[config.mk]
export PLATFORM = sky130hd
export DESIGN_NAME = rtttl_note_parser_top
export DESIGN_NICKNAME = d
export VERILOG_FILES = /design/src/sv/rnp_pkg.sv /design/src/sv/rnp_front.sv /design/src/sv/rnp_fifo.sv /design/src/sv/rnp_div.sv /design/src/sv/rnp_back.sv /design/src/sv/rtttl_note_parser_top.sv
export SDC_FILE = /design/constraint.sdc
export NUM_CORES = 1
export LEC_CHECK = 0
export BUFFER_PORTS_ARGS = -buffer_cell sky130_fd_sc_hd__clkbuf_2
export CAP_MARGIN = 10
export CELL_PAD_IN_SITES_DETAIL_PLACEMENT = 1
export CELL_PAD_IN_SITES_GLOBAL_PLACEMENT = 1
export CORE_UTILIZATION = 40
export DETAILED_ROUTE_END_ITERATION = 16
export MAX_ROUTING_LAYER = met4
export PLACE_DENSITY_LB_ADDON = 0.1
export SYNTH_ARGS = -nofsm -noshare
export SYNTH_HDL_FRONTEND = slang
export SYNTH_SLANG_ARGS = --single-unit
[constraint.sdc]
create_clock -name clk_i -period 18 [get_ports clk_i]
set_clock_uncertainty 0.1 [all_clocks]
set_input_delay 5.4 -clock clk_i [delete_from_list [all_inputs] [get_ports clk_i]]
set_output_delay 5.4 -clock clk_i [all_outputs]
set_load 0.1 [all_outputs]
[src/sv/rnp_pkg.sv]
// Package for the RTTTL note parser: payload structs, parser phases, command
// format between front and back, character codes and the tone table.
// Depends on nothing; every other file of the block imports it.
package rnp_pkg;

  localparam int unsigned DigitWidthDef = 16;
  localparam int unsigned DigitWidthMax = 32;
  localparam int unsigned WholeW        = 18;
  localparam int unsigned DurW          = 19;
  localparam int unsigned FreqW         = 12;
  localparam int unsigned QueueDepth    = 4;

  localparam logic [WholeW-1:0] WholeReset  = 18'd3808;
  localparam logic [WholeW-1:0] MsPerMinute = 18'd60000;

  localparam logic [7:0] CharColon = 8'h3A;
  localparam logic [7:0] CharSharp = 8'h23;
  localparam logic [7:0] CharDot   = 8'h2E;
  localparam logic [7:0] CharComma = 8'h2C;
  localparam logic [7:0] CharZero  = 8'h30;
  localparam logic [7:0] CharThree = 8'h33;
  localparam logic [7:0] CharSeven = 8'h37;
  localparam logic [7:0] CharNine  = 8'h39;
  localparam logic [7:0] CharA     = 8'h61;
  localparam logic [7:0] CharB     = 8'h62;
  localparam logic [7:0] CharC     = 8'h63;
  localparam logic [7:0] CharD     = 8'h64;
  localparam logic [7:0] CharE     = 8'h65;
  localparam logic [7:0] CharF     = 8'h66;
  localparam logic [7:0] CharG     = 8'h67;
  localparam logic [7:0] CharO     = 8'h6F;

  typedef struct packed {
    logic [7:0] char_code;
    logic       end_of_text;
    logic       abort;
  } in_item_t;

  typedef struct packed {
    logic [FreqW-1:0] frequency_hz;
    logic [DurW-1:0]  duration_ms;
    logic             last_of_run;
    logic             tune_end;
  } out_item_t;

  typedef enum logic [3:0] {
    PH_NAME,
    PH_KEY_D,
    PH_D_VAL,
    PH_KEY_O,
    PH_O_VAL,
    PH_KEY_B,
    PH_B_VAL,
    PH_N_DUR,
    PH_N_DUR_DIG,
    PH_N_SHARP,
    PH_N_DOT,
    PH_N_OCT,
    PH_N_COMMA,
    PH_N_DONE
  } phase_e;

  typedef enum logic [1:0] {
    CMD_NOTE,
    CMD_TEMPO,
    CMD_RESTART
  } cmd_kind_e;

  typedef enum logic [1:0] {
    BK_IDLE,
    BK_DIV,
    BK_HOLD
  } back_state_e;

  typedef struct packed {
    cmd_kind_e                kind;
    logic [3:0]               semitone;
    logic [3:0]               octave;
    logic                     dotted;
    logic [DigitWidthMax-1:0] value;
    logic                     last_of_run;
    logic                     tune_end;
  } cmd_t;

  function automatic logic is_digit(input logic [7:0] c);
    return (c >= CharZero) && (c <= CharNine);
  endfunction

  function automatic logic [3:0] semitone_of(input logic [7:0] c);
    logic [3:0] s;
    case (c)
      CharC:   s = 4'd1;
      CharD:   s = 4'd3;
      CharE:   s = 4'd5;
      CharF:   s = 4'd6;
      CharG:   s = 4'd8;
      CharA:   s = 4'd10;
      CharB:   s = 4'd12;
      default: s = 4'd0;
    endcase
    return s;
  endfunction

  function automatic logic [FreqW-1:0] tone_lookup(input logic [5:0] idx);
    logic [FreqW-1:0] f;
    case (idx)
      6'd1:  f = 12'd262;  6'd2:  f = 12'd277;  6'd3:  f = 12'd294;  6'd4:  f = 12'd311;
      6'd5:  f = 12'd330;  6'd6:  f = 12'd349;  6'd7:  f = 12'd370;  6'd8:  f = 12'd392;
      6'd9:  f = 12'd415;  6'd10: f = 12'd440;  6'd11: f = 12'd466;  6'd12: f = 12'd494;
      6'd13: f = 12'd523;  6'd14: f = 12'd554;  6'd15: f = 12'd587;  6'd16: f = 12'd622;
      6'd17: f = 12'd659;  6'd18: f = 12'd698;  6'd19: f = 12'd740;  6'd20: f = 12'd784;
      6'd21: f = 12'd831;  6'd22: f = 12'd880;  6'd23: f = 12'd932;  6'd24: f = 12'd988;
      6'd25: f = 12'd1047; 6'd26: f = 12'd1109; 6'd27: f = 12'd1175; 6'd28: f = 12'd1245;
      6'd29: f = 12'd1319; 6'd30: f = 12'd1397; 6'd31: f = 12'd1480; 6'd32: f = 12'd1568;
      6'd33: f = 12'd1661; 6'd34: f = 12'd1760; 6'd35: f = 12'd1865; 6'd36: f = 12'd1976;
      6'd37: f = 12'd2093; 6'd38: f = 12'd2217; 6'd39: f = 12'd2349; 6'd40: f = 12'd2489;
      6'd41: f = 12'd2637; 6'd42: f = 12'd2794; 6'd43: f = 12'd2960; 6'd44: f = 12'd3136;
      6'd45: f = 12'd3322; 6'd46: f = 12'd3520; 6'd47: f = 12'd3729; 6'd48: f = 12'd3951;
      default: f = 12'd0;
    endcase
    return f;
  endfunction

endpackage

[src/sv/rnp_front.sv]
// Front end of the RTTTL note parser: header and note token parsing, and a
// two-slot command buffer that feeds the command queue.
// Depends on rnp_pkg.
module rnp_front #(
  parameter int unsigned DIGIT_WIDTH = rnp_pkg::DigitWidthDef
) (
  input  logic              clk_i,
  input  logic              rst_ni,
  input  logic              in_valid_i,
  output logic              in_ready_o,
  input  rnp_pkg::in_item_t in_item_i,
  output logic              cmd_valid_o,
  input  logic              cmd_ready_i,
  output rnp_pkg::cmd_t     cmd_o
);
  import rnp_pkg::*;

  localparam logic [DIGIT_WIDTH-1:0] DigitMax = '1;
  localparam int unsigned AccW = DIGIT_WIDTH + 4;

  phase_e                 phase_q, phase_d, stage;
  logic [1:0]             skip_q, skip_d;
  logic [7:0]             dlen_q, dlen_d;
  logic [2:0]             doct_q, doct_d;
  logic [DIGIT_WIDTH-1:0] digit_q, digit_d;
  logic [3:0]             psemi_q, psemi_d;
  logic                   pdot_q, pdot_d;
  logic [3:0]             poct_q, poct_d;
  logic [DIGIT_WIDTH-1:0] pdiv_q, pdiv_d;

  cmd_t       slot_q [2];
  cmd_t       slot_d [2];
  logic [1:0] slot_v_q, slot_v_d;

  logic       accept;
  logic [7:0] c;
  logic       handled, do_dur, emit_a, emit_b, tempo, restart;
  cmd_t       cmd_a, cmd_b, cmd_first, cmd_second;
  logic       first_v, second_v;

  function automatic logic [DIGIT_WIDTH-1:0] digit_push(input logic [DIGIT_WIDTH-1:0] v,
                                                        input logic [7:0] ch);
    logic [AccW-1:0] r;
    r = (AccW'(v) << 3) + (AccW'(v) << 1) + AccW'(ch[3:0]);
    if (r > AccW'(DigitMax)) begin
      return DigitMax;
    end
    return r[DIGIT_WIDTH-1:0];
  endfunction

  assign accept      = in_valid_i && in_ready_o;
  assign c           = in_item_i.char_code;
  assign in_ready_o  = !slot_v_q[0];
  assign cmd_valid_o = slot_v_q[0];
  assign cmd_o       = slot_q[0];

  always_comb begin
    phase_d = phase_q;
    skip_d  = skip_q;
    dlen_d  = dlen_q;
    doct_d  = doct_q;
    digit_d = digit_q;
    psemi_d = psemi_q;
    pdot_d  = pdot_q;
    poct_d  = poct_q;
    pdiv_d  = pdiv_q;
    stage   = phase_q;
    handled = 1'b0;
    do_dur  = 1'b0;
    emit_a  = 1'b0;
    emit_b  = 1'b0;
    tempo   = 1'b0;
    restart = 1'b0;

    cmd_a             = '0;
    cmd_a.kind        = CMD_NOTE;
    cmd_a.semitone    = psemi_q;
    cmd_a.octave      = poct_q;
    cmd_a.dotted      = pdot_q;
    cmd_a.value       = DigitWidthMax'(pdiv_q);

    if (in_item_i.abort) begin
      restart = 1'b1;
    end else begin
      case (phase_q)
        PH_NAME: begin
          if (c == CharColon) begin
            phase_d = PH_KEY_D;
          end
        end
        PH_KEY_D, PH_KEY_O, PH_KEY_B: begin
          if (phase_q == PH_KEY_D && c == CharD) begin
            phase_d = PH_D_VAL;
            skip_d  = 2'd1;
            digit_d = '0;
          end else if (phase_q != PH_KEY_B && c == CharO) begin
            phase_d = PH_O_VAL;
            skip_d  = 2'd0;
          end else if (c == CharB) begin
            phase_d = PH_B_VAL;
            skip_d  = 2'd1;
            digit_d = '0;
          end else begin
            digit_d = '0;
            phase_d = PH_N_DUR;
            do_dur  = 1'b1;
          end
        end
        PH_D_VAL: begin
          if (skip_q != 2'd0) begin
            skip_d = 2'd0;
          end else if (is_digit(c)) begin
            digit_d = digit_push(digit_q, c);
          end else begin
            if (digit_q != '0) begin
              dlen_d = (digit_q > DIGIT_WIDTH'(8'hFF)) ? 8'hFF : digit_q[7:0];
            end
            phase_d = PH_KEY_O;
          end
        end
        PH_O_VAL: begin
          case (skip_q)
            2'd0: skip_d = 2'd1;
            2'd1: begin
              if (c inside {[CharThree:CharSeven]}) begin
                doct_d = c[2:0];
              end
              skip_d = 2'd2;
            end
            default: begin
              skip_d  = 2'd0;
              phase_d = PH_KEY_B;
            end
          endcase
        end
        PH_B_VAL: begin
          if (skip_q != 2'd0) begin
            skip_d = 2'd0;
          end else if (is_digit(c)) begin
            digit_d = digit_push(digit_q, c);
          end else begin
            tempo   = (digit_q != '0);
            digit_d = '0;
            phase_d = PH_N_DUR;
          end
        end
        PH_N_DUR, PH_N_DUR_DIG: begin
          do_dur = 1'b1;
        end
        default: begin
          if (stage == PH_N_SHARP) begin
            if (c == CharSharp) begin
              psemi_d = psemi_q + 4'd1;
              phase_d = PH_N_DOT;
              handled = 1'b1;
            end else begin
              stage = PH_N_DOT;
            end
          end
          if (!handled && stage == PH_N_DOT) begin
            if (c == CharDot) begin
              pdot_d  = 1'b1;
              phase_d = PH_N_OCT;
              handled = 1'b1;
            end else begin
              stage = PH_N_OCT;
            end
          end
          if (!handled && stage == PH_N_OCT) begin
            if (is_digit(c)) begin
              poct_d  = c[3:0];
              phase_d = PH_N_COMMA;
              handled = 1'b1;
            end else begin
              stage = PH_N_COMMA;
            end
          end
          if (!handled && stage == PH_N_COMMA) begin
            if (c == CharComma) begin
              phase_d = PH_N_DONE;
              handled = 1'b1;
            end
          end
          if (!handled) begin
            emit_a  = 1'b1;
            digit_d = '0;
            phase_d = PH_N_DUR;
            do_dur  = 1'b1;
          end
        end
      endcase

      if (do_dur) begin
        if (is_digit(c)) begin
          digit_d = digit_push(digit_d, c);
          phase_d = PH_N_DUR_DIG;
        end else begin
          psemi_d = semitone_of(c);
          pdiv_d  = (digit_d != '0) ? digit_d : DIGIT_WIDTH'(dlen_d);
          pdot_d  = 1'b0;
          poct_d  = {1'b0, doct_d};
          phase_d = PH_N_SHARP;
        end
      end

      if (in_item_i.end_of_text) begin
        if (phase_d == PH_N_DUR_DIG) begin
          psemi_d = 4'd0;
          pdiv_d  = (digit_d != '0) ? digit_d : DIGIT_WIDTH'(dlen_d);
          pdot_d  = 1'b0;
          poct_d  = {1'b0, doct_d};
          phase_d = PH_N_DONE;
        end
        emit_b  = (phase_d inside {[PH_N_SHARP:PH_N_DONE]});
        restart = 1'b1;
      end
    end

    cmd_a.last_of_run = !emit_b;
    cmd_a.tune_end    = 1'b0;

    cmd_b             = '0;
    cmd_b.kind        = emit_b ? CMD_NOTE : CMD_RESTART;
    cmd_b.semitone    = psemi_d;
    cmd_b.octave      = poct_d;
    cmd_b.dotted      = pdot_d;
    cmd_b.value       = DigitWidthMax'(pdiv_d);
    cmd_b.last_of_run = 1'b1;
    cmd_b.tune_end    = 1'b1;

    cmd_first = cmd_a;
    if (!emit_a) begin
      cmd_first       = '0;
      cmd_first.kind  = CMD_TEMPO;
      cmd_first.value = DigitWidthMax'(digit_q);
    end
    cmd_second = cmd_b;
    first_v    = emit_a || tempo;
    second_v   = emit_b || restart;

    if (restart) begin
      phase_d = PH_NAME;
      skip_d  = 2'd0;
      dlen_d  = 8'd4;
      doct_d  = 3'd6;
      digit_d = '0;
      psemi_d = 4'd0;
      pdot_d  = 1'b0;
      poct_d  = 4'd0;
      pdiv_d  = '0;
    end
  end

  always_comb begin
    slot_d   = slot_q;
    slot_v_d = slot_v_q;
    if (accept) begin
      slot_d[0]   = first_v ? cmd_first : cmd_second;
      slot_d[1]   = cmd_second;
      slot_v_d[0] = first_v || second_v;
      slot_v_d[1] = first_v && second_v;
    end else if (cmd_valid_o && cmd_ready_i) begin
      slot_d[0] = slot_q[1];
      slot_v_d  = {1'b0, slot_v_q[1]};
    end
  end

  always_ff @(posedge clk_i or negedge rst_ni) begin
    if (!rst_ni) begin
      phase_q  <= PH_NAME;
      skip_q   <= 2'd0;
      dlen_q   <= 8'd4;
      doct_q   <= 3'd6;
      digit_q  <= '0;
      psemi_q  <= 4'd0;
      pdot_q   <= 1'b0;
      poct_q   <= 4'd0;
      pdiv_q   <= '0;
      slot_v_q <= 2'b00;
    end else begin
      if (accept) begin
        phase_q <= phase_d;
        skip_q  <= skip_d;
        dlen_q  <= dlen_d;
        doct_q  <= doct_d;
        digit_q <= digit_d;
        psemi_q <= psemi_d;
        pdot_q  <= pdot_d;
        poct_q  <= poct_d;
        pdiv_q  <= pdiv_d;
      end
      slot_v_q <= slot_v_d;
    end
  end

  always_ff @(posedge clk_i) begin
    slot_q <= slot_d;
  end

  // The buffer is always compacted toward the first slot.
  assert property (@(posedge clk_i) disable iff (!rst_ni) in_ready_o |-> !slot_v_q[1])
    else $error("front: second command slot holds a command while input is open");

endmodule

[src/sv/rnp_fifo.sv]
// Command queue between the front end and the back end of the note parser.
// Small register file with read and write pointers. Depends on rnp_pkg.
module rnp_fifo (
  input  logic          clk_i,
  input  logic          rst_ni,
  input  logic          push_valid_i,
  output logic          push_ready_o,
  input  rnp_pkg::cmd_t push_cmd_i,
  output logic          pop_valid_o,
  input  logic          pop_ready_i,
  output rnp_pkg::cmd_t pop_cmd_o
);
  import rnp_pkg::*;

  localparam int unsigned PtrW = $clog2(QueueDepth);
  localparam int unsigned CntW = $clog2(QueueDepth + 1);

  cmd_t            mem_q [QueueDepth];
  logic [PtrW-1:0] wr_q, rd_q;
  logic [CntW-1:0] count_q;
  logic            push, pop;

  assign push_ready_o = (count_q != CntW'(QueueDepth));
  assign pop_valid_o  = (count_q != '0);
  assign pop_cmd_o    = mem_q[rd_q];
  assign push         = push_valid_i && push_ready_o;
  assign pop          = pop_valid_o && pop_ready_i;

  always_ff @(posedge clk_i or negedge rst_ni) begin
    if (!rst_ni) begin
      wr_q    <= '0;
      rd_q    <= '0;
      count_q <= '0;
    end else begin
      if (push) begin
        wr_q <= (wr_q == PtrW'(QueueDepth - 1)) ? '0 : wr_q + 1'b1;
      end
      if (pop) begin
        rd_q <= (rd_q == PtrW'(QueueDepth - 1)) ? '0 : rd_q + 1'b1;
      end
      if (push && !pop) begin
        count_q <= count_q + 1'b1;
      end else if (pop && !push) begin
        count_q <= count_q - 1'b1;
      end
    end
  end

  always_ff @(posedge clk_i) begin
    if (push) begin
      mem_q[wr_q] <= push_cmd_i;
    end
  end

  assert property (@(posedge clk_i) disable iff (!rst_ni) count_q <= CntW'(QueueDepth))
    else $error("fifo: occupancy exceeds the queue depth");

endmodule

[src/sv/rnp_div.sv]
// Restoring divider for the note parser back end, one quotient bit per cycle.
// Divides an 18-bit dividend by a 32-bit divisor; a zero divisor acts as one.
// Depends on rnp_pkg.
module rnp_div (
  input  logic                              clk_i,
  input  logic                              rst_ni,
  input  logic                              start_i,
  input  logic [rnp_pkg::WholeW-1:0]        dividend_i,
  input  logic [rnp_pkg::DigitWidthMax-1:0] divisor_i,
  output logic                              done_o,
  output logic [rnp_pkg::WholeW-1:0]        quotient_o
);
  import rnp_pkg::*;

  localparam int unsigned CntW = $clog2(WholeW + 1);

  logic                     active_q, done_q;
  logic [CntW-1:0]          cnt_q;
  logic [WholeW-1:0]        quo_q, rem_q;
  logic [DigitWidthMax-1:0] den_q;
  logic [WholeW:0]          trial;
  logic [DigitWidthMax-1:0] trial_ext, diff;
  logic                     fits;

  assign trial      = {rem_q, quo_q[WholeW-1]};
  assign trial_ext  = DigitWidthMax'(trial);
  assign fits       = (trial_ext >= den_q);
  assign diff       = trial_ext - den_q;
  assign done_o     = done_q;
  assign quotient_o = quo_q;

  always_ff @(posedge clk_i or negedge rst_ni) begin
    if (!rst_ni) begin
      active_q <= 1'b0;
      done_q   <= 1'b0;
      cnt_q    <= '0;
    end else begin
      done_q <= 1'b0;
      if (start_i) begin
        active_q <= 1'b1;
        cnt_q    <= CntW'(WholeW);
      end else if (active_q) begin
        cnt_q <= cnt_q - 1'b1;
        if (cnt_q == CntW'(1)) begin
          active_q <= 1'b0;
          done_q   <= 1'b1;
        end
      end
    end
  end

  always_ff @(posedge clk_i) begin
    if (start_i) begin
      quo_q <= dividend_i;
      rem_q <= '0;
      den_q <= (divisor_i == '0) ? DigitWidthMax'(1) : divisor_i;
    end else if (active_q) begin
      rem_q <= fits ? diff[WholeW-1:0] : trial[WholeW-1:0];
      quo_q <= {quo_q[WholeW-2:0], fits};
    end
  end

endmodule

[src/sv/rnp_back.sv]
// Back end of the note parser: executes queued commands, keeps the whole-note
// time and the mute register, and drives the output register.
// Depends on rnp_pkg and rnp_div.
module rnp_back (
  input  logic               clk_i,
  input  logic               rst_ni,
  input  logic               cfg_valid_i,
  output logic               cfg_ready_o,
  input  logic               cfg_mute_i,
  input  logic               cmd_valid_i,
  output logic               cmd_ready_o,
  input  rnp_pkg::cmd_t      cmd_i,
  output logic               out_valid_o,
  input  logic               out_ready_i,
  output rnp_pkg::out_item_t out_item_o
);
  import rnp_pkg::*;

  back_state_e       state_q, state_d;
  cmd_t              cur_q;
  logic [WholeW-1:0] whole_q, whole_d;
  logic              mute_q;
  out_item_t         res_q, res_d, out_q;
  logic              out_valid_q;

  logic                     div_start, div_done;
  logic [WholeW-1:0]        div_dividend, div_quot;
  logic                     load_res, load_out, out_free;
  logic signed [7:0]        oct_rel, tone_idx;
  logic                     tone_ok;

  rnp_div u_div (
    .clk_i      (clk_i),
    .rst_ni     (rst_ni),
    .start_i    (div_start),
    .dividend_i (div_dividend),
    .divisor_i  (cmd_i.value),
    .done_o     (div_done),
    .quotient_o (div_quot)
  );

  assign cfg_ready_o = 1'b1;
  assign cmd_ready_o = (state_q == BK_IDLE);
  assign out_valid_o = out_valid_q;
  assign out_item_o  = out_q;
  assign out_free    = !out_valid_q || out_ready_i;

  assign oct_rel  = $signed({4'b0000, cur_q.octave}) - 8'sd4;
  assign tone_idx = (oct_rel <<< 3) + (oct_rel <<< 2) + $signed({4'b0000, cur_q.semitone});
  assign tone_ok  = (cur_q.semitone != 4'd0) && !mute_q && (tone_idx >= 8'sd0)
                    && (tone_idx < 8'sd49);

  always_comb begin
    res_d              = '0;
    res_d.frequency_hz = tone_ok ? tone_lookup(tone_idx[5:0]) : '0;
    res_d.duration_ms  = DurW'(div_quot) + (cur_q.dotted ? DurW'(div_quot >> 1) : '0);
    res_d.last_of_run  = cur_q.last_of_run;
    res_d.tune_end     = cur_q.tune_end;
  end

  always_comb begin
    state_d      = state_q;
    whole_d      = whole_q;
    div_start    = 1'b0;
    div_dividend = whole_q;
    load_res     = 1'b0;
    load_out     = 1'b0;
    case (state_q)
      BK_IDLE: begin
        if (cmd_valid_i) begin
          case (cmd_i.kind)
            CMD_RESTART: whole_d = WholeReset;
            CMD_TEMPO: begin
              div_start    = 1'b1;
              div_dividend = MsPerMinute;
              state_d      = BK_DIV;
            end
            CMD_NOTE: begin
              div_start = 1'b1;
              state_d   = BK_DIV;
            end
            default: state_d = BK_IDLE;
          endcase
        end
      end
      BK_DIV: begin
        if (div_done) begin
          if (cur_q.kind == CMD_TEMPO) begin
            whole_d = WholeW'({div_quot, 2'b00});
            state_d = BK_IDLE;
          end else begin
            load_res = 1'b1;
            if (cur_q.tune_end) begin
              whole_d = WholeReset;
            end
            state_d = BK_HOLD;
          end
        end
      end
      BK_HOLD: begin
        if (out_free) begin
          load_out = 1'b1;
          state_d  = BK_IDLE;
        end
      end
      default: state_d = BK_IDLE;
    endcase
  end

  always_ff @(posedge clk_i or negedge rst_ni) begin
    if (!rst_ni) begin
      state_q     <= BK_IDLE;
      whole_q     <= WholeReset;
      mute_q      <= 1'b0;
      out_valid_q <= 1'b0;
    end else begin
      state_q <= state_d;
      whole_q <= whole_d;
      if (cfg_valid_i) begin
        mute_q <= cfg_mute_i;
      end
      if (load_out) begin
        out_valid_q <= 1'b1;
      end else if (out_ready_i) begin
        out_valid_q <= 1'b0;
      end
    end
  end

  always_ff @(posedge clk_i) begin
    if (state_q == BK_IDLE && cmd_valid_i) begin
      cur_q <= cmd_i;
    end
    if (load_res) begin
      res_q <= res_d;
    end
    if (load_out) begin
      out_q <= res_q;
    end
  end

  assert property (@(posedge clk_i) disable iff (!rst_ni) div_done |-> state_q == BK_DIV)
    else $error("back: divider finished outside of a division");

  assert property (@(posedge clk_i) disable iff (!rst_ni)
                   state_q == BK_HOLD |-> cur_q.kind == CMD_NOTE)
    else $error("back: result held for a command that is not a note");

  assert property (@(posedge clk_i) disable iff (!rst_ni) load_out |=> out_valid_q)
    else $error("back: loaded result is not presented");

endmodule

[src/sv/rtttl_note_parser_top.sv]
// Top level of the RTTTL note parser: front end, command queue and back end.
// Depends on rnp_pkg, rnp_front, rnp_fifo and rnp_back.
//
//   Channel   Direction   Handshake                  Payload
//   in        input       in_valid_i / in_ready_o    in_item_i (char, end, abort)
//   out       output      out_valid_o / out_ready_i  out_item_o (freq, dur, flags)
//   cfg       input       cfg_valid_i / cfg_ready_o  cfg_mute_i
//
// The front end takes one character per transaction, then pushes each generated
// command (at most two) into a four-entry queue before it takes the next character.
// A note command holds the back end through the 18-step restoring divider and then
// until its result is loaded into the output register; a tempo command holds it
// through the divider only, and a restart command is taken without leaving idle.
// Reset is asynchronous and needs no clearing pass. A stalled output only stops
// the back end; the front end keeps parsing until the queue is full.
module rtttl_note_parser_top #(
  parameter int unsigned DIGIT_WIDTH = rnp_pkg::DigitWidthDef
) (
  input  logic               clk_i,
  input  logic               rst_ni,
  input  logic               in_valid_i,
  output logic               in_ready_o,
  input  rnp_pkg::in_item_t  in_item_i,
  output logic               out_valid_o,
  input  logic               out_ready_i,
  output rnp_pkg::out_item_t out_item_o,
  input  logic               cfg_valid_i,
  output logic               cfg_ready_o,
  input  logic               cfg_mute_i
);
  import rnp_pkg::*;

  logic f_valid, f_ready, q_valid, q_ready;
  cmd_t f_cmd, q_cmd;

  rnp_front #(
    .DIGIT_WIDTH (DIGIT_WIDTH)
  ) u_front (
    .clk_i       (clk_i),
    .rst_ni      (rst_ni),
    .in_valid_i  (in_valid_i),
    .in_ready_o  (in_ready_o),
    .in_item_i   (in_item_i),
    .cmd_valid_o (f_valid),
    .cmd_ready_i (f_ready),
    .cmd_o       (f_cmd)
  );

  rnp_fifo u_fifo (
    .clk_i        (clk_i),
    .rst_ni       (rst_ni),
    .push_valid_i (f_valid),
    .push_ready_o (f_ready),
    .push_cmd_i   (f_cmd),
    .pop_valid_o  (q_valid),
    .pop_ready_i  (q_ready),
    .pop_cmd_o    (q_cmd)
  );

  rnp_back u_back (
    .clk_i       (clk_i),
    .rst_ni      (rst_ni),
    .cfg_valid_i (cfg_valid_i),
    .cfg_ready_o (cfg_ready_o),
    .cfg_mute_i  (cfg_mute_i),
    .cmd_valid_i (q_valid),
    .cmd_ready_o (q_ready),
    .cmd_i       (q_cmd),
    .out_valid_o (out_valid_o),
    .out_ready_i (out_ready_i),
    .out_item_o  (out_item_o)
  );

endmodule

Word-level counts from Yosys, hierarchy flattened
Memory sizes are Yosys's and may differ from the RTL's. A register that Yosys moved wholly into a read port is not among the register bits. Index checks and enable logic that the tools add are counted.

Flip-flop bits (word level): 303. Bits in latches: 0. RAM bits: 180. Memory bits (read-only): 768. Word-level logic and storage cells: 390. Memories kept: 2.

Memory list: (name not given) (words 64, width 12, rd ports 1, clocked after Yosys merged registers in 1, write ports 0, line rnp_pkg.sv:106) `case (idx)`; u_fifo.mem_q (words 4, width 45, rd ports 1, clocked after Yosys merged registers in 0, write ports 1, line rnp_fifo.sv:18) `cmd_t mem_q [QueueDepth];`.

Add/sub/neg operators: 15. Multipliers: 0. Div/mod/pow operators: 0. Magnitude comparators: 12. Eq/ne operators: 45. Shift operators: 0. Muxes and demuxes: 208. Bitwise logic cells: 0. Reductions and logical operators: 60.

Operator list (number): $mux W16 (26); $mux W4 (55); $mux W18 (11); $mux W45 (3); $mux W1 (71); $eq A8 B7 Y1 const B (8); $pmux W16 S4 (1); $mux W8 (7); $reduce_bool A16 Y1 (3); $mux W44 (1); $add A19 B17 Y20 (2); $add A20 B4 Y20 (2); $gt A20 B16 Y1 const B (2); $pmux W18 S2 (1); $eq A8 B6 Y1 const B (4); $ge A19 B32 Y1 (1); $logic_not A32 Y1 (1); $mux W2 (15); $pmux W4 S7 (1); $eq A4 B4 Y1 const B (6); $pmux W4 S6 (1); $mux W3 (7); $add A18 B19 Y19 (1); $sub A18 B18 Y18 (1); other kinds (47) (109).

Logic depth before layout (Yosys ltp)
Gate-level depths: netlist of the first run.

Word-level depth: 41. Depth in mapped cells: 28. Gate-level depth less buffers: 27.

Cells and area by module
A second synthesis of the first run with hierarchy kept.

Cells, all modules: 2314. Area total of the unflattened synthesis: 26326.5 sq um.

By module, submodules not included: rnp_front (instances 1, cells each 1120, area each 9557.9 sq um); rnp_fifo (instances 1, cells each 272, area each 6930.4 sq um); rnp_back (instances 1, cells each 507, area each 5522.8 sq um); rnp_div (instances 1, cells each 415, area each 4315.4 sq um).

Least setup slack after synthesis of the first run
OpenSTA, ideal clock, no wires.

Path kind: input to register. From: input in_item_i[5] (netlist bit). To: register u_front.slot_q, in the netlist u_front.cmd_o[5] (data pin). Library setup time: 152 ps. Arrival: 12076 ps. Required time: 17748 ps. Slack: 5673 ps. Cell stages on the path: 27. Cells stage by stage: fa_1 fa_1 a211oi_1 o21ai_0 a41oi_1 o21ai_0 xnor2_1 nand3_4 clkbuf_1 o21ai_0 a21boi_0 inv_1 ha_1 ha_1 clkdlybuf4s50_2 a21oi_1 o21ai_0 nor3_1 a21oi_1 a2111oi_2 nand4b_1 nand3_1 o221ai_2 nor4_4 nand2_2 a221o_1 a31oi_1.

RTL lines: start: declaration (line rtttl_note_parser_top.sv:23) `input rnp_pkg::in_item_t in_item_i,`; end signal: assignment (line rnp_front.sv:297) `slot_q <= slot_d;`; end: declaration (line rnp_front.sv:31) `cmd_t slot_q [2];`.

==> results.json, run 1 <==
{
  "root_buffer": "clkbuf_16",
  "cts_buffers": 45,
  "gr-total-overflow": 0,
  "ioPinCount": 52,
  "crit_type": "in2reg",
  "synth_fa_ha_area_frac": 0.0761,
  "n_fill_cell": 6101,
  "worstSkewPairLatency_ns": 0.58,
  "p_seq_frac": 0.372,
  "yosys.area_share.xor_xnor": 0.0205,
  "cts_tree": "done",
  "final-hold-violation-count": 0,
  "synthSimpleGateAreaFrac": 0.141,
  "postSynthCellCount": 2128,
  "core-area_um2": 55400,
  "reg2reg_depth": 27,
  "synthDistinctLibCells": 112,
  "viasPerCell": 5.76,
  "ys_ff_latch": 396,
  "post_cts_buffers": 0,
  "placed_cells": 2836,
  "vias": 16800,
  "ys_async_sr_fraction": 0.237,
  "vdd.ir_drop.worst_mv": 0.0875,
  "dr.max_layer_used": "met4",
  "min_path_type": "reg2reg",
  "cp_max_fo": 18,
  "cp-end-kind": "register",
  "drt_wl_total_um": 62500,
  "power_mw": 3.91,
  "drcViolationCount": 0,
  "min_delay_path_depth": 0,
  "r2r_slack_ns": 8.67,
  "cp-start-kind": "input port",
  "grt_pass1_vias": 17300,
  "clkSinkCount": 396,
  "intPower_mw": 2.45,
  "dpl.hpwl_um": 44300,
  "maxSlewViolCount": 0,
  "hp-start": "u_back.res_q[20]",
  "reg2reg_from": "u_front.digit_q[1]",
  "first_iter_violations": 909,
  "placed_area_um2": 23400,
  "multi_input_area_um2": 10500,
  "layout-drive-gt1-share": 0.115,
  "swShare": 0.373,
  "outcome": "finished, final reports clean",
  "setup_viol": 0,
  "rsz0062_at_grt": "no",
  "synth_top_family_by_area": "compound AO/OA/AOI/OAI gates",
  "final_nets": 2283,
  "routed-wl-met2_um": 30900,
  "yosys_warnings": 0,
  "min_to": "u_back.out_item_o[20]",
  "worst_ep_required_time_ns": 18.32,
  "antenna_left": 0,
  "grt_pass1_wl_um": 98900,
  "clkSlewWorstSetupHoldPaths_ns": 0.06,
  "design_area_um2": 24900,
  "cp_slowest_stage_delay_ns": 0.52,
  "synth_ff_type": "edfxtp_1",
  "cts_resized": 0,
  "arrival_ns": 14.06,
  "cp_slowest_cell": "xnor2_1",
  "die_x_um": 240,
  "fin_crit_sh": 0.763,
  "switchingPower_mw": 1.46,
  "cap_violations": 0,
  "synth_compound_area_frac": 0.187,
  "wl_per_cell_um": 21.4,
  "worst_pin_slew_ns": 1.11,
  "ys_seq_area_frac": 0.498,
  "place.gp.congestion": 0.902,
  "die_area_um2": 57500,
  "crit_buf_inv": 2,
  "synth.net_count": 2276,
  "min_period_ns": 13.74,
  "cp_top_family": "compound AO/OA/AOI/OAI gates",
  "die_h_um": 240,
  "p_clk_frac": 0.234,
  "setup_tns_ns": 0,
  "leakage_nw": 9.90,
  "first_pass_iters": 5,
  "postCtsHoldBufs": 0,
  "clk_path_buf_depth": 3,
  "synth_area_per_cell_um2": 10.6,
  "syn-cell-area_um2": 22600,
  "ff_latch_area_um2": 11300,
  "combPwrFrac": 0.394,
  "htree_levels": 2,
  "fmax_mhz": 72.8,
  "antenna_found_initial": 1,
  "synthMuxAreaShare": 0.0379,
  "fin_cells": 2920,
  "grt_start_max_net_pins": 60,
  "numPortBuffers": 50,
  "r2r-end": "u_front.cmd_o[5]",
  "slew_headroom": 0.260,
  "wl_met3_um": 2200,
  "synth_edf_count": 284,
  "synthToLayoutAreaGrowth_pct": 10.2,
  "whs_ns": 0.317,
  "grt_util_all_layers": 0.228,
  "drt-met1-wl_um": 28000,
  "start_util": 0.408,
  "rows": 86,
  "power_density_nw_per_um2": 157
}
-- per-stage QoR --
stage | worst slack, ns | util
6_report | 4.26 | 0.449
3_3_place_gp | 4.30 | 0.423
3_5_place_dp | 3.81 | 0.423
2_1_floorplan | 5.67 | -
5_1_grt | 3.68 | 0.449
4_1_cts | 4.38 | 0.449
-- worst reg2reg max path: cells and delay by family (launching register included) --
| family | cells | cell delay [ns] |
|---|---|---|
| DFF | 1 | 0.69 |
| xor gates and xnor gates | 1 | 0.52 |
| AOI/OAI and AO/OA | 14 | 4.15 |
| adders and majority gates | 6 | 2.03 |
| buffers and inverters | 1 | 0.11 |
| and+or+nand+nor | 5 | 1.56 |
-- registers in the layout, indices dropped and copies added, names as in the netlist, 5 cells and up --
register,count
u_fifo.mem_q,116
u_back.out_item_o,33
u_back.res_q,33
u_front.cmd_o,29
u_front.slot_q,26
u_back.u_div.quotient_o,18
u_back.u_div.rem_q,18
u_back.u_div.den_q,16
u_back.whole_q,16
u_front.digit_q,16
u_front.pdiv_q,16
u_back.cur_q,13
u_front.dlen_q,8
u_back.u_div.cnt_q,5
-- power groups by stage --
stage	clock network, mW	registers [mW]	logic (mW)
2_1_floorplan	0	1.42	1.18
3_3_place_gp	0	1.46	1.53
3_5_place_dp	0	1.47	1.56
4_1_cts	0.940	1.46	1.57
5_1_grt	0.972	1.48	1.75
6_report	0.916	1.45	1.54
-- cells in the mapped netlist (12+ instances only) --
cell type	number	area share
a211oi_1	28	0.0093
a21boi_0	12	0.0040
a21o_1	26	0.0086
a21oi_1	119	0.026
a22o_1	23	0.0089
a311oi_1	13	0.0050
a31oi_1	22	0.0061
and2_1	26	0.0072
clkbuf_1	80	0.013
dfrtp_1	85	0.094
dfxtp_1	18	0.016
edfxtp_1	284	0.38
ha_1	123	0.068
inv_1	84	0.014
mux4_2	29	0.029
nand2_1	260	0.043
nand2b_1	25	0.0069
nand3_1	46	0.010
nand4_1	14	0.0039
nor2_1	165	0.027
nor2b_1	13	0.0036
nor3_1	40	0.0089
o211ai_1	15	0.0050
o21a_1	13	0.0043
o21ai_0	172	0.038
o221ai_1	14	0.0054
o22ai_1	23	0.0064
o31ai_1	17	0.0056
or3_1	15	0.0042
xnor2_1	40	0.016
xor2_1	13	0.0050
-- cells by family after synthesis --
logic type / Yosys count
xor gates and xnor gates: 53
other: 1
DFF: 396
adders and majority gates: 132
and+or+nand+nor: 676
AOI/OAI and AO/OA: 621
muxes: 48
buffers and inverters: 201
-- how the worst max path moves through the flow --
stage                            start               end  slack, ns  cells after the start
after floorplan           in_item_i[5]  u_front.cmd_o[5]       5.67                     27
after global placement    in_item_i[4]  u_front.cmd_o[5]       4.30                     28
after detailed placement  in_item_i[4]  u_front.cmd_o[5]       3.81                     28
after CTS                 in_item_i[4]  u_front.cmd_o[5]       4.38                     28
after global routing      in_item_i[4]  u_front.cmd_o[5]       3.68                     28
final                     in_item_i[4]  u_front.cmd_o[5]       4.26                     28
-- cell type report --
cell class	instances	area share
Antenna cell	1	0.000100
Clock buffer	60	0.0495
Clock inverter	23	0.00940
Inverter	87	0.0131
Multi-Input combinational cell	1531	0.421
Sequential cell	396	0.452
Tap cell	748	0.0376
Timing Repair Buffer	74	0.0174
-- per-layer routing --
metal	global-route usage	vias up
li1	-	7984
met1	0.286	8456
met2	0.384	268
met3	0.0317	97
met4	0.0622	0
met5	-	-
-- layout by cell type, fill, tap and decap left out, types with 14 or more instances in the layout --
| cell | count |
|---|---|
| a21oi_1 | 119 |
| a31oi_1 | 22 |
| nand3_1 | 46 |
| o21ai_0 | 172 |
| buf_4 | 25 |
| a21o_1 | 26 |
| o22ai_1 | 23 |
| clkbuf_2 | 49 |
| o221ai_1 | 14 |
| clkbuf_16 | 46 |
| dfxtp_1 | 18 |
| or3_1 | 15 |
| dfrtp_1 | 84 |
| ha_1 | 123 |
| o31ai_1 | 17 |
| edfxtp_1 | 284 |
| and2_1 | 22 |
| nor3_1 | 40 |
| a211oi_1 | 28 |
| xnor2_1 | 40 |
| nand2b_1 | 25 |
| o211ai_1 | 15 |
| a22o_1 | 23 |
| mux4_2 | 29 |
| nand4_1 | 14 |
| nor2_1 | 165 |
| inv_1 | 84 |
| nand2_1 | 259 |
(Power assumes the default switching activity.)
==> run 2: changes to the inputs <==
Clock period 18 ns to 12.7 ns, I/O delays scaled along.
==> run 2 against run 1 <==
Compared with the run above:
- first-iteration DRC count grew 2.8%
- largest power group unchanged
- die area is the same
- non-clock buffer count grew 5
- via count shrank 0.76%
- sequential share of layout area shrank 0.36 points
- critical endpoint unchanged
- global-route usage grew 0.082 points
- power grew 45%
==> results.json, run 2 (synthesis results as in run 1) <==
{
  "outcome": "finished, final reports clean",
  "numPortBuffers": 50,
  "die_x_um": 240,
  "fin_cells": 2924,
  "cp_max_fo": 11,
  "drt_wl_total_um": 62600,
  "largest_register_ffs": 116,
  "arrival_ns": 11.80,
  "cts_tree": "done",
  "cap_violations": 0,
  "grt_pass1_vias": 17300,
  "regMostFlops": "u_fifo.mem_q",
  "power_density_nw_per_um2": 226,
  "fin_crit_sh": 0.902,
  "die_area_um2": 57500,
  "place.gp.congestion": 0.922,
  "crit_type": "in2reg",
  "layout-drive-gt1-share": 0.121,
  "ff_latch_area_um2": 11300,
  "min_path_type": "reg2reg",
  "placed_cells": 2840,
  "die_h_um": 240,
  "root_buffer": "clkbuf_16",
  "drcViolationCount": 0,
  "viasPerCell": 5.70,
  "n_fill_cell": 6057,
  "layout_commonest_cell": "edfxtp_1",
  "setup_viol": 0,
  "clkSinkCount": 396,
  "postCtsHoldBufs": 0,
  "final_cell_mix": "284 x edfxtp_1, 259 x nand2_1, 172 x o21ai_0",
  "clkSlewWorstSetupHoldPaths_ns": 0.06,
  "vias": 16700,
  "clk_path_buf_depth": 3,
  "slew_headroom": 0.248,
  "core-area_um2": 55400,
  "antenna_found_initial": 1,
  "grt_start_max_net_pins": 60,
  "post_cts_buffers": 0,
  "gr-total-overflow": 0,
  "placed_area_um2": 23500,
  "grt_util_all_layers": 0.228,
  "vdd.ir_drop.worst_mv": 0.137,
  "final-hold-violation-count": 0,
  "maxSlewViolCount": 0,
  "cts_resized": 0,
  "first_iter_violations": 934,
  "worstSkewPairLatency_ns": 0.60,
  "htree_levels": 2,
  "ioPinCount": 52,
  "whs_ns": 0.313,
  "synthToLayoutAreaGrowth_pct": 11.1,
  "leakage_nw": 9.98,
  "dpl.hpwl_um": 44400,
  "cts_buffers": 44,
  "worst_pin_slew_ns": 1.13,
  "design_area_um2": 25100,
  "wl_per_cell_um": 21.4,
  "cp-end-kind": "register",
  "multi_input_area_um2": 10500,
  "final_nets": 2287,
  "cp-start-kind": "input port",
  "worst_ep_required_time_ns": 13.04,
  "grt_pass1_wl_um": 99700,
  "start_util": 0.408,
  "setup_tns_ns": 0,
  "min_period_ns": 11.46,
  "utilization": 0.453,
  "antenna_left": 0,
  "rows": 86,
  "rsz0062_at_grt": "no",
  "fmax_mhz": 87.3,
  "first_pass_iters": 6
}
==> run 2: final timing paths <==
path / from / endpoint / slack [ns] / cells past startpoint
min: u_back.res_q[6] / u_back.out_item_o[6] / 0.31 / 0
max in group asynchronous: rst_ni / u_front.digit_q[2] / 8.10 / 2
min reg2reg: u_back.res_q[6] / u_back.out_item_o[6] / 0.31 / 0
max: in_item_i[5] / u_front.cmd_o[5] / 1.24 / 28
min in group asynchronous: rst_ni / u_front.digit_q[9] / 3.13 / 1
max reg2reg: u_front.digit_q[1] / u_front.cmd_o[5] / 3.99 / 28
==> run 2: worst max-delay path: stages <==
cell and delay, ns:
clkbuf_2 0.19, fa_1 0.57, fa_1 0.51, a211oi_1 0.35, o21ai_0 0.21, a41oi_1 0.37
o21ai_0 0.19, xnor2_1 0.54, nand3_4 0.15, o21ai_1 0.27, a21boi_0 0.28, inv_1 0.11
ha_1 0.29, ha_1 0.24, fa_1 0.44, a211oi_1 0.33, o21ai_0 0.24, nand3b_1 0.22
o21ai_0 0.21, a211oi_1 0.38, nand2b_1 0.17, buf_4 0.21, nor3_1 0.23, o221ai_2 0.15
nor4_4 0.39, nand2_2 0.21, a221o_1 0.41, a31oi_1 0.14
==> run 2: power by group <==
part	switching (mW)	internal, mW	leakage [nW]
sequential	0.190	1.87	4.02
combinational	1.37	0.842	5.18
clock	0.557	0.859	0.782
==> run 2: area by class of cell <==
cell class / instances / area share
sequential: 396 / 0.448
antenna: 1 / 0.0000997
timing repair buffer: 79 / 0.0186
inverter: 87 / 0.0130
clock inverter: 30 / 0.0183
clock buffer: 52 / 0.0468
tap: 748 / 0.0373
multi-input combinational: 1531 / 0.418
==> run 2: stage by stage <==
stage                     total power, mW  setup slack (ns)
after detailed placement             4.31             0.663
after global routing                 6.08             0.628
after global placement               4.23             0.849
after floorplan                      3.69              1.96
final                                5.68              1.24
after CTS                            5.75              1.28
==> run 2: layer usage <==
layer | share of wire | global-route usage
met1 | 0.45 | 0.286
met2 | 0.49 | 0.385
met3 | 0.036 | 0.0323
met4 | 0.026 | 0.0639
met5 | 0 | -
==> run 3: changes to the inputs <==
Settings changed: ABC_AREA from default to 1, CORE_ASPECT_RATIO from default to 0.7, CTS_CLUSTER_DIAMETER from default to 30.
==> run 3 against run 2 <==
Compared with the run above:
- register-to-register slack better by 1.5 ns
- die area is 0.68% lower
- critical endpoint is now u_front.cmd_o[2]
- critical path type unchanged
- sequential share of layout area shrank 1.7 points
==> results.json, run 3 <==
{
  "post_cts_buffers": 0,
  "path_depth": 38,
  "gr-total-overflow": 0,
  "vias": 18600,
  "ys_seq_area_frac": 0.501,
  "utilization": 0.472,
  "syn-cell-area_um2": 22400,
  "synth_fa_ha_area_frac": 0.0766,
  "setup_viol": 0,
  "r2r-end": "u_front.cmd_o[2]",
  "synth_top_area_cell": "edfxtp_1",
  "place.gp.congestion": 0.917,
  "synth_ff_type": "edfxtp_1",
  "fmax_mhz": 99.2,
  "cap_violations": 0,
  "worst_pin_slew_ns": 0.998,
  "power_mw": 6.90,
  "grt_pass1_wl_um": 110000,
  "setup_tns_ns": 0,
  "crit_buf_inv": 3,
  "grt_pass1_vias": 19200,
  "min_path_type": "reg2reg",
  "cp_max_fo": 16,
  "drcViolationCount": 0,
  "largest_register_ffs": 116,
  "placed_area_um2": 23500,
  "cp-start-kind": "input port",
  "worst_ep_required_time_ns": 13.06,
  "ys_async_sr_fraction": 0.237,
  "cp_slowest_cell": "nor2_2",
  "layout-drive-gt1-share": 0.116,
  "outcome": "finished, final reports clean",
  "synthSimpleGateAreaFrac": 0.182,
  "final_nets": 2727,
  "cts_resized": 0,
  "synthDistinctLibCells": 68,
  "rows": 72,
  "reg2reg_from": "u_front.digit_q[1]",
  "min_period_ns": 10.08,
  "crit_path_end": "u_front.cmd_o[2]",
  "clkSinkCount": 396,
  "slew_headroom": 0.333,
  "reg2reg_depth": 37,
  "antenna_found_initial": 2,
  "maxSlewViolCount": 0,
  "cp-end-kind": "register",
  "arrival_ns": 10.44,
  "ys_ff_latch": 396,
  "synth_area_leaders": "edfxtp_1 38%, dfrtp_1 9.5%, nand2_1 8.9%, ha_1 6.9%, o21ai_0 4.9%",
  "synth_edf_count": 284,
  "grt_util_all_layers": 0.255,
  "synth_compound_area_frac": 0.145,
  "yosys.area_share.xor_xnor": 0.0234,
  "synthMuxAreaShare": 0.000948,
  "power_density_nw_per_um2": 264,
  "yosysMostFrequentCell": "nand2_1",
  "rsz0062_at_grt": "no",
  "antenna_left": 0,
  "start_util": 0.406,
  "final-hold-violation-count": 0,
  "clkSlewWorstSetupHoldPaths_ns": 0.05,
  "synth_largest_type_area_fraction": 0.380,
  "synth_top_family_by_area": "simple AND/OR/NAND/NOR gates",
  "die_h_um": 200,
  "yosys_warnings": 0,
  "synth_area_per_cell_um2": 8.93,
  "cts_tree": "done",
  "crit_type": "in2reg",
  "clk_path_buf_depth": 3,
  "cp-startpoint": "in_item_i[4]",
  "cp_top_family": "simple AND/OR/NAND/NOR gates",
  "final_cell_mix": "534 x nand2_1, 294 x inv_1, 284 x edfxtp_1",
  "cp_slowest_stage_delay_ns": 0.57,
  "synthTopCellsByCount": "534 x nand2_1, 294 x inv_1, 284 x edfxtp_1",
  "synth.net_count": 2662,
  "root_buffer": "clkbuf_16",
  "dpl.hpwl_um": 50800,
  "cts_buffers": 74,
  "grt_start_max_net_pins": 63,
  "viasPerCell": 5.51,
  "first_pass_iters": 5,
  "die_area_um2": 57100,
  "postSynthCellCount": 2514,
  "die_x_um": 285,
  "core-area_um2": 55300,
  "wl_per_cell_um": 20.8,
  "fin_crit_sh": 0.794,
  "numPortBuffers": 50,
  "htree_levels": 3,
  "design_area_um2": 26100,
  "postCtsHoldBufs": 0,
  "regMostFlops": "u_fifo.mem_q",
  "drt_wl_total_um": 70200,
  "r2r_slack_ns": 5.44,
  "synthToLayoutAreaGrowth_pct": 16.3,
  "worstSkewPairLatency_ns": 0.59,
  "vdd.ir_drop.worst_mv": 0.128,
  "first_iter_violations": 1350,
  "cp_common_cell": "nand2_1",
  "layout_commonest_cell": "nand2_1",
  "ioPinCount": 52,
  "leakage_nw": 11.5
}
-- run 3: changes by cell type after synthesis, sizes merged, moves of 26 or more --
cell / delta
inv: +232
and2: -26
mux4: -29
o21ai: +61
nor2: +57
nand3: +59
o22ai: +44
nand2: +294
xor2: +28
-- run 3: where the power goes --
group,total (mW),switching [mW],internal (mW)
clock,2.05,0.749,1.30
combinational,2.74,1.91,0.838
sequential,2.11,0.235,1.87
total,6.90,2.89,4.01
-- run 3: worst min-delay path by stage --
stage / startpoint / end / slack (ns) / cells after the start
floorplan: u_back.res_q[0] / u_back.out_item_o[0] / 0.30 / 0
global route: u_back.res_q[31] / u_back.out_item_o[31] / 0.32 / 0
finish: u_back.res_q[31] / u_back.out_item_o[31] / 0.30 / 0
global placement: u_back.res_q[11] / u_back.out_item_o[11] / 0.30 / 0
CTS: u_back.res_q[31] / u_back.out_item_o[31] / 0.31 / 0
detailed placement: u_back.res_q[0] / u_back.out_item_o[0] / 0.31 / 0
-- run 3: area by class of cell --
type                            instances  area, µm²
Timing Repair Buffer                   78        463
Multi-Input combinational cell       1705       9620
Inverter                              324       1220
Clock inverter                         56        682
Clock buffer                           81       1930
Sequential cell                       396      11300
Fill cell                            6364      29200
Antenna cell                            1       2.50
Tap cell                              740        926
-- run 3: metal layers --
layer  vias to the layer above  GRT usage  wire (µm)
met5                         -          -          0
met4                         0     0.0550       1140
met3                        92     0.0494       4120
met2                       460      0.360      29600
met1                      9258      0.375      35400
li1                       8812          -          -
-- run 3: logic make-up after synthesis --
logic type	Yosys count
AND/OR/NAND/NOR	961
AO/OA/AOI/OAI	549
XOR/XNOR	60
other	1
adder cells (fa/ha/maj)	132
multiplexers	2
flip-flops	396
buffers and inverters	413
-- run 3: stage by stage --
stage	std cells	setup slack [ns]	hold slack (ns)
6_report	3381	2.62	0.303
5_1_grt	3381	2.14	0.323
4_1_cts	3380	2.80	0.310
3_5_place_dp	3243	2.21	0.305
3_3_place_gp	3243	2.44	0.301
2_1_floorplan	2514	3.78	0.300
